$ cat src/sv/nfra_pkg.sv
`timescale 1ns / 1ps
// Shared types and constants of the next-fit region allocator.
package nfra_pkg;

  localparam int ROW_BITS = 8;
  localparam int RBW      = 3;
  localparam int LEN_W    = 10;
  localparam int BASE_W   = 9;
  localparam int START_W  = 9;

  localparam logic MODE_ALLOC = 1'b0;
  localparam logic MODE_FREE  = 1'b1;

  typedef struct packed {
    logic              mode;
    logic [LEN_W-1:0]  length;
    logic [BASE_W-1:0] base;
  } req_t;

  typedef struct packed {
    logic               granted;
    logic [START_W-1:0] start_res;
  } rsp_t;

  typedef struct packed {
    logic           hit;
    logic [RBW-1:0] pos;
  } row_hit_t;

  typedef enum logic [2:0] {
    ST_CLEAR,
    ST_IDLE,
    ST_SCAN,
    ST_MARK,
    ST_DONE
  } state_t;

endpackage

$ cat src/sv/next_fit_region_allocator_unit.sv
`timescale 1ns / 1ps
// Next-fit region allocator: map memory, row scanner and request sequencer.
//
// Usage: a request (mode, length, base) enters on req_valid/req_ready and gives
// exactly one response (granted, start_res) on rsp_valid/rsp_ready.
// Allocate scans the used/free map one 8-word row per cycle, first from the
// next-fit pointer to the end, then from word 0. A hit marks the run one row
// per cycle and moves the pointer to the run's end. Free clears base through
// base+length-1, clamped at the end of memory, one row per cycle.
// The map holds R = ceil(MEM_WORDS/8) rows (64 at 512 words). Requests of length
// 0, allocations longer than memory and frees with base past the end go straight
// to the response. The single read port of the map steps one row a cycle.
// One request is in work at a time. A finished response waits in the output
// register while the next request is taken; the block holds in its done step
// until that register is free, so a stalled receiver loses nothing.
// After reset the map is swept clear row by row with req_ready low.
module next_fit_region_allocator_unit #(
  parameter int MEM_WORDS = 512
) (
  input  logic             clk,
  input  logic             rst,
  input  logic             req_valid,
  output logic             req_ready,
  input  nfra_pkg::req_t   req,
  output logic             rsp_valid,
  input  logic             rsp_ready,
  output nfra_pkg::rsp_t   rsp
);
  import nfra_pkg::*;

  localparam int ROWS = (MEM_WORDS + ROW_BITS - 1) / ROW_BITS;
  localparam int RW   = $clog2(ROWS);
  localparam int PW   = $clog2(MEM_WORDS + 1);
  localparam logic [RW-1:0] LAST_ROW = RW'(ROWS - 1);

  state_t        state, state_next;
  logic [RW-1:0] raddr, raddr_next;
  logic [RW-1:0] prow, prow_next;
  logic          dv, dv_next;
  logic          pass_b, pass_b_next;
  logic [PW-1:0] cnt, cnt_next;
  logic [PW-1:0] need, need_next;
  logic [PW-1:0] from, from_next;
  logic [PW-1:0] ptr, ptr_next;
  logic [PW-1:0] lo, lo_next;
  logic [PW-1:0] hi, hi_next;
  logic [RW-1:0] mrow, mrow_next;
  logic          set_bits, set_bits_next;
  rsp_t          res, res_next;
  logic          rsp_valid_next;
  rsp_t          rsp_next;

  logic [ROW_BITS-1:0] ram_rdata;
  logic                ram_we;
  logic [RW-1:0]       ram_waddr;
  logic [ROW_BITS-1:0] ram_wmask;
  logic                ram_wbit;
  logic [ROW_BITS-1:0] mark_mask;
  row_hit_t            row_hit;
  logic [PW-1:0]       row_cnt;
  logic [PW-1:0]       hit_start;
  logic [PW-1:0]       hi_m1;
  logic [LEN_W:0]      free_sum;

  nfra_map_ram #(
    .ROWS (ROWS),
    .RW   (RW)
  ) u_ram (
    .clk   (clk),
    .raddr (raddr),
    .rdata (ram_rdata),
    .we    (ram_we),
    .waddr (ram_waddr),
    .wmask (ram_wmask),
    .wbit  (ram_wbit)
  );

  nfra_row_scan #(
    .MEM_WORDS (MEM_WORDS),
    .PW        (PW),
    .RW        (RW)
  ) u_scan (
    .used       (ram_rdata),
    .row        (prow),
    .floor_addr (from),
    .cnt_in     (cnt),
    .need       (need),
    .hit        (row_hit),
    .cnt_out    (row_cnt)
  );

  assign hit_start = PW'({prow, row_hit.pos}) + PW'(1) - need;
  assign hi_m1     = hi - PW'(1);
  assign free_sum  = {1'b0, req.length} + (LEN_W + 1)'(req.base);
  assign req_ready = (state == ST_IDLE);

  always_comb begin
    logic [PW-1:0] g;
    for (int b = 0; b < ROW_BITS; b++) begin
      g = PW'({mrow, RBW'(b)});
      mark_mask[b] = (g >= lo) && (g < hi);
    end
  end

  always_ff @(posedge clk) begin
    if (rst) begin
      state     <= ST_CLEAR;
      raddr     <= '0;
      dv        <= 1'b0;
      ptr       <= '0;
      rsp_valid <= 1'b0;
    end else begin
      state     <= state_next;
      raddr     <= raddr_next;
      dv        <= dv_next;
      ptr       <= ptr_next;
      rsp_valid <= rsp_valid_next;
    end
  end

  always_ff @(posedge clk) begin
    prow     <= prow_next;
    pass_b   <= pass_b_next;
    cnt      <= cnt_next;
    need     <= need_next;
    from     <= from_next;
    lo       <= lo_next;
    hi       <= hi_next;
    mrow     <= mrow_next;
    set_bits <= set_bits_next;
    res      <= res_next;
    rsp      <= rsp_next;
  end

  always_comb begin
    state_next     = state;
    raddr_next     = raddr;
    prow_next      = prow;
    dv_next        = 1'b0;
    pass_b_next    = pass_b;
    cnt_next       = cnt;
    need_next      = need;
    from_next      = from;
    ptr_next       = ptr;
    lo_next        = lo;
    hi_next        = hi;
    mrow_next      = mrow;
    set_bits_next  = set_bits;
    res_next       = res;
    rsp_valid_next = rsp_valid && !rsp_ready;
    rsp_next       = rsp;
    ram_we         = 1'b0;
    ram_waddr      = mrow;
    ram_wmask      = mark_mask;
    ram_wbit       = set_bits;

    unique case (state)
      ST_CLEAR: begin
        ram_we    = 1'b1;
        ram_waddr = raddr;
        ram_wmask = '1;
        ram_wbit  = 1'b0;
        if (raddr == LAST_ROW) begin
          raddr_next = '0;
          state_next = ST_IDLE;
        end else begin
          raddr_next = raddr + RW'(1);
        end
      end

      ST_IDLE: begin
        if (req_valid) begin
          res_next = '0;
          if (req.mode == MODE_FREE) begin
            res_next.granted = 1'b1;
            if (32'(req.base) >= 32'(MEM_WORDS) || req.length == '0) begin
              state_next = ST_DONE;
            end else begin
              lo_next       = PW'(req.base);
              hi_next       = (32'(free_sum) > 32'(MEM_WORDS)) ? PW'(MEM_WORDS)
                                                                : PW'(free_sum);
              mrow_next     = RW'(req.base >> RBW);
              set_bits_next = 1'b0;
              state_next    = ST_MARK;
            end
          end else if (req.length == '0 || 32'(req.length) > 32'(MEM_WORDS)) begin
            state_next = ST_DONE;
          end else begin
            need_next = PW'(req.length);
            cnt_next  = '0;
            if (ptr >= PW'(MEM_WORDS)) begin
              pass_b_next = 1'b1;
              from_next   = '0;
              raddr_next  = '0;
            end else begin
              pass_b_next = 1'b0;
              from_next   = ptr;
              raddr_next  = RW'(ptr >> RBW);
            end
            state_next = ST_SCAN;
          end
        end
      end

      ST_SCAN: begin
        prow_next  = raddr;
        dv_next    = 1'b1;
        raddr_next = (raddr == LAST_ROW) ? raddr : raddr + RW'(1);
        if (dv) begin
          cnt_next = row_cnt;
          if (row_hit.hit) begin
            lo_next       = hit_start;
            hi_next       = hit_start + need;
            mrow_next     = RW'(hit_start >> RBW);
            set_bits_next = 1'b1;
            ptr_next      = hit_start + need;
            res_next      = '{granted: 1'b1, start_res: START_W'(hit_start)};
            dv_next       = 1'b0;
            state_next    = ST_MARK;
          end else if (prow == LAST_ROW) begin
            dv_next = 1'b0;
            if (!pass_b) begin
              pass_b_next = 1'b1;
              from_next   = '0;
              raddr_next  = '0;
              cnt_next    = '0;
            end else begin
              res_next   = '0;
              state_next = ST_DONE;
            end
          end
        end
      end

      ST_MARK: begin
        ram_we = 1'b1;
        if (mrow == RW'(hi_m1 >> RBW)) begin
          state_next = ST_DONE;
        end else begin
          mrow_next = mrow + RW'(1);
        end
      end

      ST_DONE: begin
        if (!rsp_valid || rsp_ready) begin
          rsp_valid_next = 1'b1;
          rsp_next       = res;
          state_next     = ST_IDLE;
        end
      end

      default: begin
        state_next = ST_IDLE;
      end
    endcase
  end

  a_accept_leaves_idle: assert property (@(posedge clk) disable iff (rst)
    req_valid && req_ready |=> state != ST_IDLE)
    else $error("accepted request did not start work");

  a_rsp_from_done: assert property (@(posedge clk) disable iff (rst)
    $rose(rsp_valid) |-> $past(state) == ST_DONE)
    else $error("response raised outside the done step");

  a_mark_range: assert property (@(posedge clk) disable iff (rst)
    state == ST_MARK |-> lo < hi && hi <= PW'(MEM_WORDS))
    else $error("mark range empty or past end of memory");

  a_ptr_bound: assert property (@(posedge clk) disable iff (rst)
    state == ST_SCAN && dv |-> cnt <= PW'(MEM_WORDS) && ptr <= PW'(MEM_WORDS))
    else $error("run count or pointer out of range");

endmodule

$ cat src/sv/nfra_map_ram.sv
`timescale 1ns / 1ps
// Used/free map memory: one row of bits per address, bit-masked write, registered read.
module nfra_map_ram #(
  parameter int ROWS = 64,
  parameter int RW   = 6
) (
  input  logic                          clk,
  input  logic [RW-1:0]                 raddr,
  output logic [nfra_pkg::ROW_BITS-1:0] rdata,
  input  logic                          we,
  input  logic [RW-1:0]                 waddr,
  input  logic [nfra_pkg::ROW_BITS-1:0] wmask,
  input  logic                          wbit
);
  import nfra_pkg::*;

  logic [ROW_BITS-1:0] mem [ROWS];

  always_ff @(posedge clk) begin
    rdata <= mem[raddr];
  end

  always_ff @(posedge clk) begin
    if (we) begin
      for (int b = 0; b < ROW_BITS; b++) begin
        if (wmask[b]) begin
          mem[waddr][b] <= wbit;
        end
      end
    end
  end

endmodule

$ cat src/sv/nfra_row_scan.sv
`timescale 1ns / 1ps
// Free-run counter for one map row: extends the running count and finds the first fit.
module nfra_row_scan #(
  parameter int MEM_WORDS = 512,
  parameter int PW        = 10,
  parameter int RW        = 6
) (
  input  logic [nfra_pkg::ROW_BITS-1:0] used,
  input  logic [RW-1:0]                 row,
  input  logic [PW-1:0]                 floor_addr,
  input  logic [PW-1:0]                 cnt_in,
  input  logic [PW-1:0]                 need,
  output nfra_pkg::row_hit_t            hit,
  output logic [PW-1:0]                 cnt_out
);
  import nfra_pkg::*;

  logic [ROW_BITS-1:0] used_eff;
  logic [PW-1:0]       run_cnt [ROW_BITS];

  always_comb begin
    logic [PW-1:0] g;
    for (int b = 0; b < ROW_BITS; b++) begin
      g = PW'({row, RBW'(b)});
      used_eff[b] = used[b] || (g < floor_addr) || (g >= PW'(MEM_WORDS));
    end
  end

  always_comb begin
    logic           any_used;
    logic [RBW-1:0] last_pos;
    for (int i = 0; i < ROW_BITS; i++) begin
      any_used = 1'b0;
      last_pos = '0;
      for (int j = 0; j < ROW_BITS; j++) begin
        if (j <= i && used_eff[j]) begin
          any_used = 1'b1;
          last_pos = RBW'(j);
        end
      end
      run_cnt[i] = any_used ? PW'(RBW'(i) - last_pos) : cnt_in + PW'(i + 1);
    end
  end

  always_comb begin
    hit = '0;
    for (int i = ROW_BITS - 1; i >= 0; i--) begin
      if (run_cnt[i] >= need) begin
        hit.hit = 1'b1;
        hit.pos = RBW'(i);
      end
    end
    cnt_out = run_cnt[ROW_BITS-1];
  end

endmodule

$ cat config.mk
export PLATFORM = sky130hd
export DESIGN_NAME = next_fit_region_allocator_unit
export DESIGN_NICKNAME = d
export VERILOG_FILES = /design/src/sv/nfra_pkg.sv /design/src/sv/next_fit_region_allocator_unit.sv /design/src/sv/nfra_map_ram.sv /design/src/sv/nfra_row_scan.sv
export SDC_FILE = /design/constraint.sdc
export NUM_CORES = 1
export LEC_CHECK = 0
export BUFFER_PORTS_ARGS = -buffer_cell sky130_fd_sc_hd__buf_2
export CAP_MARGIN = 20
export CORE_MARGIN = 8
export CORE_UTILIZATION = 30
export DETAILED_ROUTE_END_ITERATION = 10
export GPL_TIMING_DRIVEN = 0
export PLACE_DENSITY = 0.44
export SYNTH_ARGS = -nofsm -noshare
export SYNTH_HDL_FRONTEND = slang
export SYNTH_SLANG_ARGS = --single-unit
export TNS_END_PERCENT = 1
$ cat constraint.sdc
create_clock -name clk -period 39 [get_ports clk]
set_clock_uncertainty 0.2 [all_clocks]
set_input_delay 3.9 -clock clk [delete_from_list [all_inputs] [get_ports clk]]
set_output_delay 3.9 -clock clk [all_outputs]
set_load 0.02 [all_outputs]
=== Yosys cells after proc, flatten, opt, wreduce, memory -nomap -nowiden ===
Memories as Yosys holds them, arrays and structs flattened. A register that Yosys moved wholly into a read port is not among the register bits.
Index checks and enable logic that the tools add are counted.

* Word-level logic and storage cells: 286
* Memories: 1
* Memory bits (writable): 512
* Bits of input ports: 24
* Flip-flop bits (word level): 105
* Output and inout bits: 12

{| class="wikitable"
|+ Memory list
! memory !! words !! width !! read ports !! clocked after memory_dff !! write ports !! line !! text
|-
| u_ram.mem || 64 || 8 || 1 || 1 || 1 || nfra_map_ram.sv:17 || <nowiki>logic [ROW_BITS-1:0] mem [ROWS];</nowiki>
|}

* Magnitude comparators: 35
* Equal/unequal tests: 23
* Reductions and logical operators: 39
* Mux-type cells: 145
* Bitwise logic cells: 3
* Add/sub/neg operators: 22

{| class="wikitable"
|+ Operator list
! kind !! count
|-
| 10-bit two-way mux || 39
|-
| 9-bit by 10-bit < comparator with 1-bit output || 16
|-
| 6-bit two-way mux || 17
|-
| 10-bit case mux with 2 select lines || 5
|-
| 10-bit greater-or-equal comparator || 8
|-
| 9-bit by 10-bit greater-or-equal comparator with 1-bit output || 8
|-
| 1-bit two-way mux || 53
|-
| 3-bit two-way mux || 16
|-
| 10-bit by 3-bit adder with 10-bit output (second input constant) || 4
|-
| 6-bit case mux with 3 select lines || 2
|-
| 4-bit two-way mux || 8
|-
| 2-bit inequality test (second input constant) || 13
|-
| 7-bit AND reduction || 3
|-
| 10-bit by 2-bit adder with 10-bit output (second input constant) || 2
|-
| 3-bit by 3-bit subtractor with 4-bit output (first input constant) || 4
|-
| 3-bit case mux with 5 select lines || 1
|-
| 6-bit by 1-bit adder with 6-bit output (second input constant) || 2
|-
| 6-bit equality test (second input constant) || 2
|-
| 10-bit by 9-bit adder with 11-bit output || 1
|-
| 11-bit by 10-bit > comparator with 1-bit output (second input constant) || 1
|-
| 10-bit by 1-bit adder with 10-bit output (second input constant) || 1
|-
| 10-bit adder || 1
|-
| 10-bit by 4-bit adder with 10-bit output (second input constant) || 1
|-
| 9-bit by 1-bit adder with 10-bit output (second input constant) || 1
|-
| other kinds (31) || 58
|}

=== Logic depth before layout (Yosys ltp) ===
* Depth in word-level cells: 26
* Mapped depth: 38

=== Cells and area by module ===
A second synthesis with hierarchy kept.

* Cells, all modules: 2654
* Area, all modules: 32307.2 um^2

{| class="wikitable"
|+ Modules (own cells, without submodules)
! module !! area each (um^2) !! times used !! cells an instance
|-
| nfra_map_ram || 22253.8 || 1 || 1500
|-
| next_fit_region_allocator_unit || 6334.8 || 1 || 634
|-
| nfra_row_scan || 3718.6 || 1 || 520
|}

=== Worst setup path before layout ===
Ideal clock, no wire load.

* Kind: reg2reg
* Start point: reg state[0]
* End point: mem u_ram.mem[0][0] (data pin)
* Slack: 22800 ps
* Cell stages (with the launch flop): 5
* Library setup time: 2723 ps
* Arrival: 13277 ps
* Cells stage by stage: dfxtp_1 -> clkbuf_1 -> nor3_2 -> clkbuf_1 -> nor2b_1

* Word-level cells in the longest chain between the ends: 2

{| class="wikitable"
|+ Ends and longest elaborated chain
! item !! line !! text
|-
| start: declaration || next_fit_region_allocator_unit.sv:36 || <nowiki>state_t state, state_next;</nowiki>
|-
| start signal: assignment || next_fit_region_allocator_unit.sv:113 || <nowiki>state <= state_next;</nowiki>
|-
| 3-bit logical NOT || next_fit_region_allocator_unit.sv:157 || <nowiki>unique case (state)</nowiki>
|-
| 1-bit two-way mux || next_fit_region_allocator_unit.sv:157 ||
|-
| net ram_wbit || next_fit_region_allocator_unit.sv:57 || <nowiki>logic ram_wbit;</nowiki>
|-
| end: declaration || nfra_map_ram.sv:17 ||
|}

The timed path passes the listed nets, and every way through them passes these cells.

=== Worst setup path after layout ===
* Start point: reg prow[2]
* End point: reg ptr[9]

* Word-level cells in the longest chain between the ends: 23
* Elaborated cells on any way between the ends: 66
* Classes of those cells: 10 x add/sub; 16 x order compare; 31 x mux; 9 x reduce/logical

{| class="wikitable"
|+ Ends and longest elaborated chain
! item !! line !! text
|-
| start: declaration || next_fit_region_allocator_unit.sv:38 || <nowiki>logic [RW-1:0] prow, prow_next;</nowiki>
|-
| start signal: assignment || next_fit_region_allocator_unit.sv:122 || <nowiki>prow <= prow_next;</nowiki>
|-
| 9-bit by 10-bit < comparator with 1-bit output || nfra_row_scan.sv:25 || <nowiki>used_eff[b] = used[b] || (g < floor_addr) || (g >= PW'(MEM_WORDS));</nowiki>
|-
| 1-bit logical OR || nfra_row_scan.sv:25 ||
|-
| 1-bit two-way mux || nfra_row_scan.sv:36 || <nowiki>if (j <= i && used_eff[j]) begin</nowiki>
|-
| 2-bit two-way mux or 1-bit two-way mux (tied branches) || nfra_row_scan.sv:36 ||
|-
| 3-bit two-way mux or 1-bit two-way mux (tied branches) (5 in series) || nfra_row_scan.sv:36 ||
|-
| 3-bit by 3-bit subtractor with 4-bit output or 1-bit two-way mux (tied branches) || nfra_row_scan.sv:41, nfra_row_scan.sv:36 ||
|-
| 10-bit two-way mux || nfra_row_scan.sv:41 || <nowiki>run_cnt[i] = any_used ? PW'(RBW'(i) - last_pos) : cnt_in + PW'(i + 1);</nowiki>
|-
| 10-bit greater-or-equal comparator || nfra_row_scan.sv:48 || <nowiki>if (run_cnt[i] >= need) begin</nowiki>
|-
| 4-bit two-way mux (8 in series) || nfra_row_scan.sv:48 ||
|-
| 9-bit by 1-bit adder with 10-bit output * || next_fit_region_allocator_unit.sv:92 || <nowiki>assign hit_start = PW'({prow, row_hit.pos}) + PW'(1) - need;</nowiki>
|-
| 10-bit subtractor * || next_fit_region_allocator_unit.sv:92 ||
|-
| net hit_start[6] || next_fit_region_allocator_unit.sv:61 || <nowiki>logic [PW-1:0] hit_start;</nowiki>
|-
| 10-bit adder * || next_fit_region_allocator_unit.sv:216 || <nowiki>ptr_next = hit_start + need;</nowiki>
|-
| end signal: assignment || next_fit_region_allocator_unit.sv:116 || <nowiki>ptr <= ptr_next;</nowiki>
|-
| end: declaration || next_fit_region_allocator_unit.sv:44 || <nowiki>logic [PW-1:0] ptr, ptr_next;</nowiki>
|}

The timed path passes the listed nets; every way through them passes the cells marked *.
A chain may end at the register's enable or synchronous reset.

==> flow_metrics.py <==
metrics = {
    "route": {
        "drtAntennaViolNets": 0,
        "vias": 21504,
        "post_drt_wl_per_cell_um": 23.3,
        "drtPass1Iterations": 5,
        "drc_errors": 0,
        "drt-initial-drc-count": 1556,
        "wirelength_mm": 97.2,
        "via_per_inst": 5.16,
    },
    "timing": {
        "fmax_ghz": 0.109,
        "fin_crit_ps": 9200,
        "slew_headroom": 0.303,
        "rsz0062_at_grt": "no",
        "setup_violations": 0,
        "slew_violations": 0,
        "fin_setup_tns_ps": 0,
        "worst_slew_pin_slew_ps": 1040,
        "post-route-period-util": 0.236,
        "hold_viol": 0,
    },
    "critical_path": {
        "crit_path_frequent_cell": "ha_1",
        "cp_data_arrival_time_ps": 9530,
        "critPathMaxFanout": 10,
        "rr_worst_depth": 35,
        "slowest_delay_ps": 490,
        "cp_slowest_cell": "clkbuf_1",
        "startpoint_type": "flip-flop",
        "path_class": "reg2reg",
        "crit_path_end_kind": "flip-flop",
        "crit_required_ps": 39330,
    },
    "finish": {
        "diodes": 0,
        "areaGrowthSynthToFinish_pct": 15.2,
        "fin_nets": 2884,
        "num-fill-cells": 10611,
        "post_route_cells_drive_above_1_share": 0.138,
        "design_area_um2": 36900,
        "fin_util": 0.347,
    },
    "run_status": {
        "status": "completed",
    },
    "logic_synthesis": {
        "yosysTopAreaCellShare": 0.558,
        "synth_edf_count": 596,
        "syn_area_um2": 32100,
        "synthTopCellsByArea": "edfxtp_1 (56%), mux4_2 (12%), nor2_1 (7.6%), ha_1 (5.9%), nand2_1 (1.9%)",
        "synth-seq-cells": 625,
        "synth_ff_type": "edfxtp_1",
        "async_flop_share": 0,
        "netlist_instances": 2562,
        "synth.most_common_cell": "nor2_1",
        "synth_common_cells": "nor2_1 (646), edfxtp_1 (596), mux4_2 (168)",
        "synthDistinctLibCells": 75,
        "yosys_warnings": 0,
        "ys_seq_area_frac": 0.576,
        "synth.net_count": 2739,
        "synth_area_leader_cell": "edfxtp_1",
        "syn_avg_cell_area_um2": 12.5,
    },
    "clock_tree": {
        "cts_tree": "done",
        "worstSkewPairLatency_ps": 620,
        "cts_sinks": 625,
        "hold_buffers": 0,
        "clock_path_buffers": 3,
        "cts_buffers": 73,
        "htree_levels": 3,
        "clockRootBuffer": "clkbuf_16",
        "postCtsResizedCells": 0,
        "post-cts-setup-buffers": 0,
        "cts.clk_slew.worst_paths_ps": 60,
    },
    "pwr": {
        "total_power_mw": 2.31,
        "power_density_nw_per_um2": 62.6,
        "ir_drop_uv": 36.1,
        "leakagePower_nw": 13.9,
    },
    "grt": {
        "grt_pass1_wl_mm": 143,
        "grt_antenna_before_repair": 2,
        "track_usage": 0.163,
        "grt_max_degree": 59,
        "first_global_vias": 21912,
        "overflow": 0,
    },
    "die": {
        "rows": 120,
        "initial_core_util": 0.301,
        "dieArea_um2": 118000,
        "io_pins": 36,
        "die_w_um": 343,
        "core_area_um2": 107000,
        "fp.dieH_um": 343,
    },
    "placed_design": {
        "dp_hpwl_mm": 71.7,
        "dpl_cell_area_um2": 34500,
        "port_buffers": 35,
        "gp_congestion": 0.851,
    },
    "run": {
        "cap_violations": 0,
    },
    "min_path": {
        "hp-class": "reg2reg",
        "whs_path_depth": 0,
    },
}
[path summary, 6_finish.rpt]
check	start	to	slack, ps
setup / recovery	prow[2]	ptr[9]	29800
hold / removal	res[5]	rsp[5]	220
setup reg to reg	prow[2]	ptr[9]	29800
hold reg to reg	res[5]	rsp[5]	220
[flip-flops by register name (all words and copies together) (netlist names)]
register / cells
dv: 1
u_ram.mem: 512
state: 3
hi: 10
need: 10
prow: 6
from: 10
res: 10
mrow: 6
rsp: 10
ptr: 10
raddr: 6
lo: 10
rsp_valid: 1
cnt: 10
u_ram.rdata: 8
pass_b: 1
set_bits: 1
[power by group]
group | switching, mW | internal [mW] | leakage (nW)
clock | 0.287 | 0.394 | 1.15
sequential | 0.0236 | 0.827 | 5.77
combinational | 0.505 | 0.275 | 6.99
total | 0.816 | 1.50 | 13.9
[layout by cell type (no fill, tap or decap), types with 14 or more instances in the layout]
cell       synthesis  layout
nor3_1            28      27
clkbuf_16          0      74
nand2_1          161     161
mux4_2           168     168
dfxtp_1           29      29
edfxtp_1         596     596
nor2b_1           28      27
buf_8              0      14
a31oi_1           24      21
xnor2_1           36      36
ha_1             150     150
clkbuf_1         111     128
a21o_1            23      23
xor2_1            53      53
nand3_1           27      27
a21oi_1           71      68
o21ai_0           75      75
nor2_1           646     645
and3_1            22      22
inv_1             82      82
buf_1             24      24
buf_2              1      37
[critical path: cells and delay by family (launching register included)]
kind	cells	cell delay, ps
AND/OR/NAND/NOR	7	1080
XOR/XNOR	2	740
buffers and inverters	3	690
adder cells (fa/ha/maj)	6	1750
AO/OA/AOI/OAI	17	4170
flip-flops	1	470
[area by class of cell]
type	instances	area, µm²	area share
plain buffers	137	519	0.0141
repair buffers	70	691	0.0187
clock buffers	91	1920	0.0518
clock inverters	42	460	0.0125
inverters	82	308	0.00833
multi-input cells	1718	12800	0.347
well taps	1403	1760	0.0475
flip-flops and latches	625	18500	0.500
[logic make-up (layout without fill, tap and decap cells)]
kind of cell / count (synthesis) / count (layout) / synth area share
compound gates: 299 / 299 / 0.0606
xor+xnor: 89 / 89 / 0.0243
fa+ha+maj: 154 / 154 / 0.0607
buf+inv: 219 / 422 / 0.0258
flops: 625 / 625 / 0.576
mux: 179 / 179 / 0.121
other cells: 1 / 1 / 0.000117
simple gates: 996 / 996 / 0.131
[metrics by stage]
stage	hold slack [ps]	std cells	setup slack (ps)
floorplan	200	2562	22800
global placement	204	4000	14140
detailed placement	205	4029	29860
CTS	216	4162	29790
global route	219	4168	29080
finish	216	4168	29800
[per-layer routing]
| metal | track usage | part of all wire | vias up |
|---|---|---|---|
| met4 | 0.0460 | 0.027 | 2 |
| met2 | 0.285 | 0.50 | 564 |
| met1 | 0.209 | 0.43 | 11047 |
| met5 | 0 | 0.00013 | - |
| li1 | - | - | 9749 |
| met3 | 0.0256 | 0.047 | 142 |
Note: power is estimated with default switching activity, not from simulation.
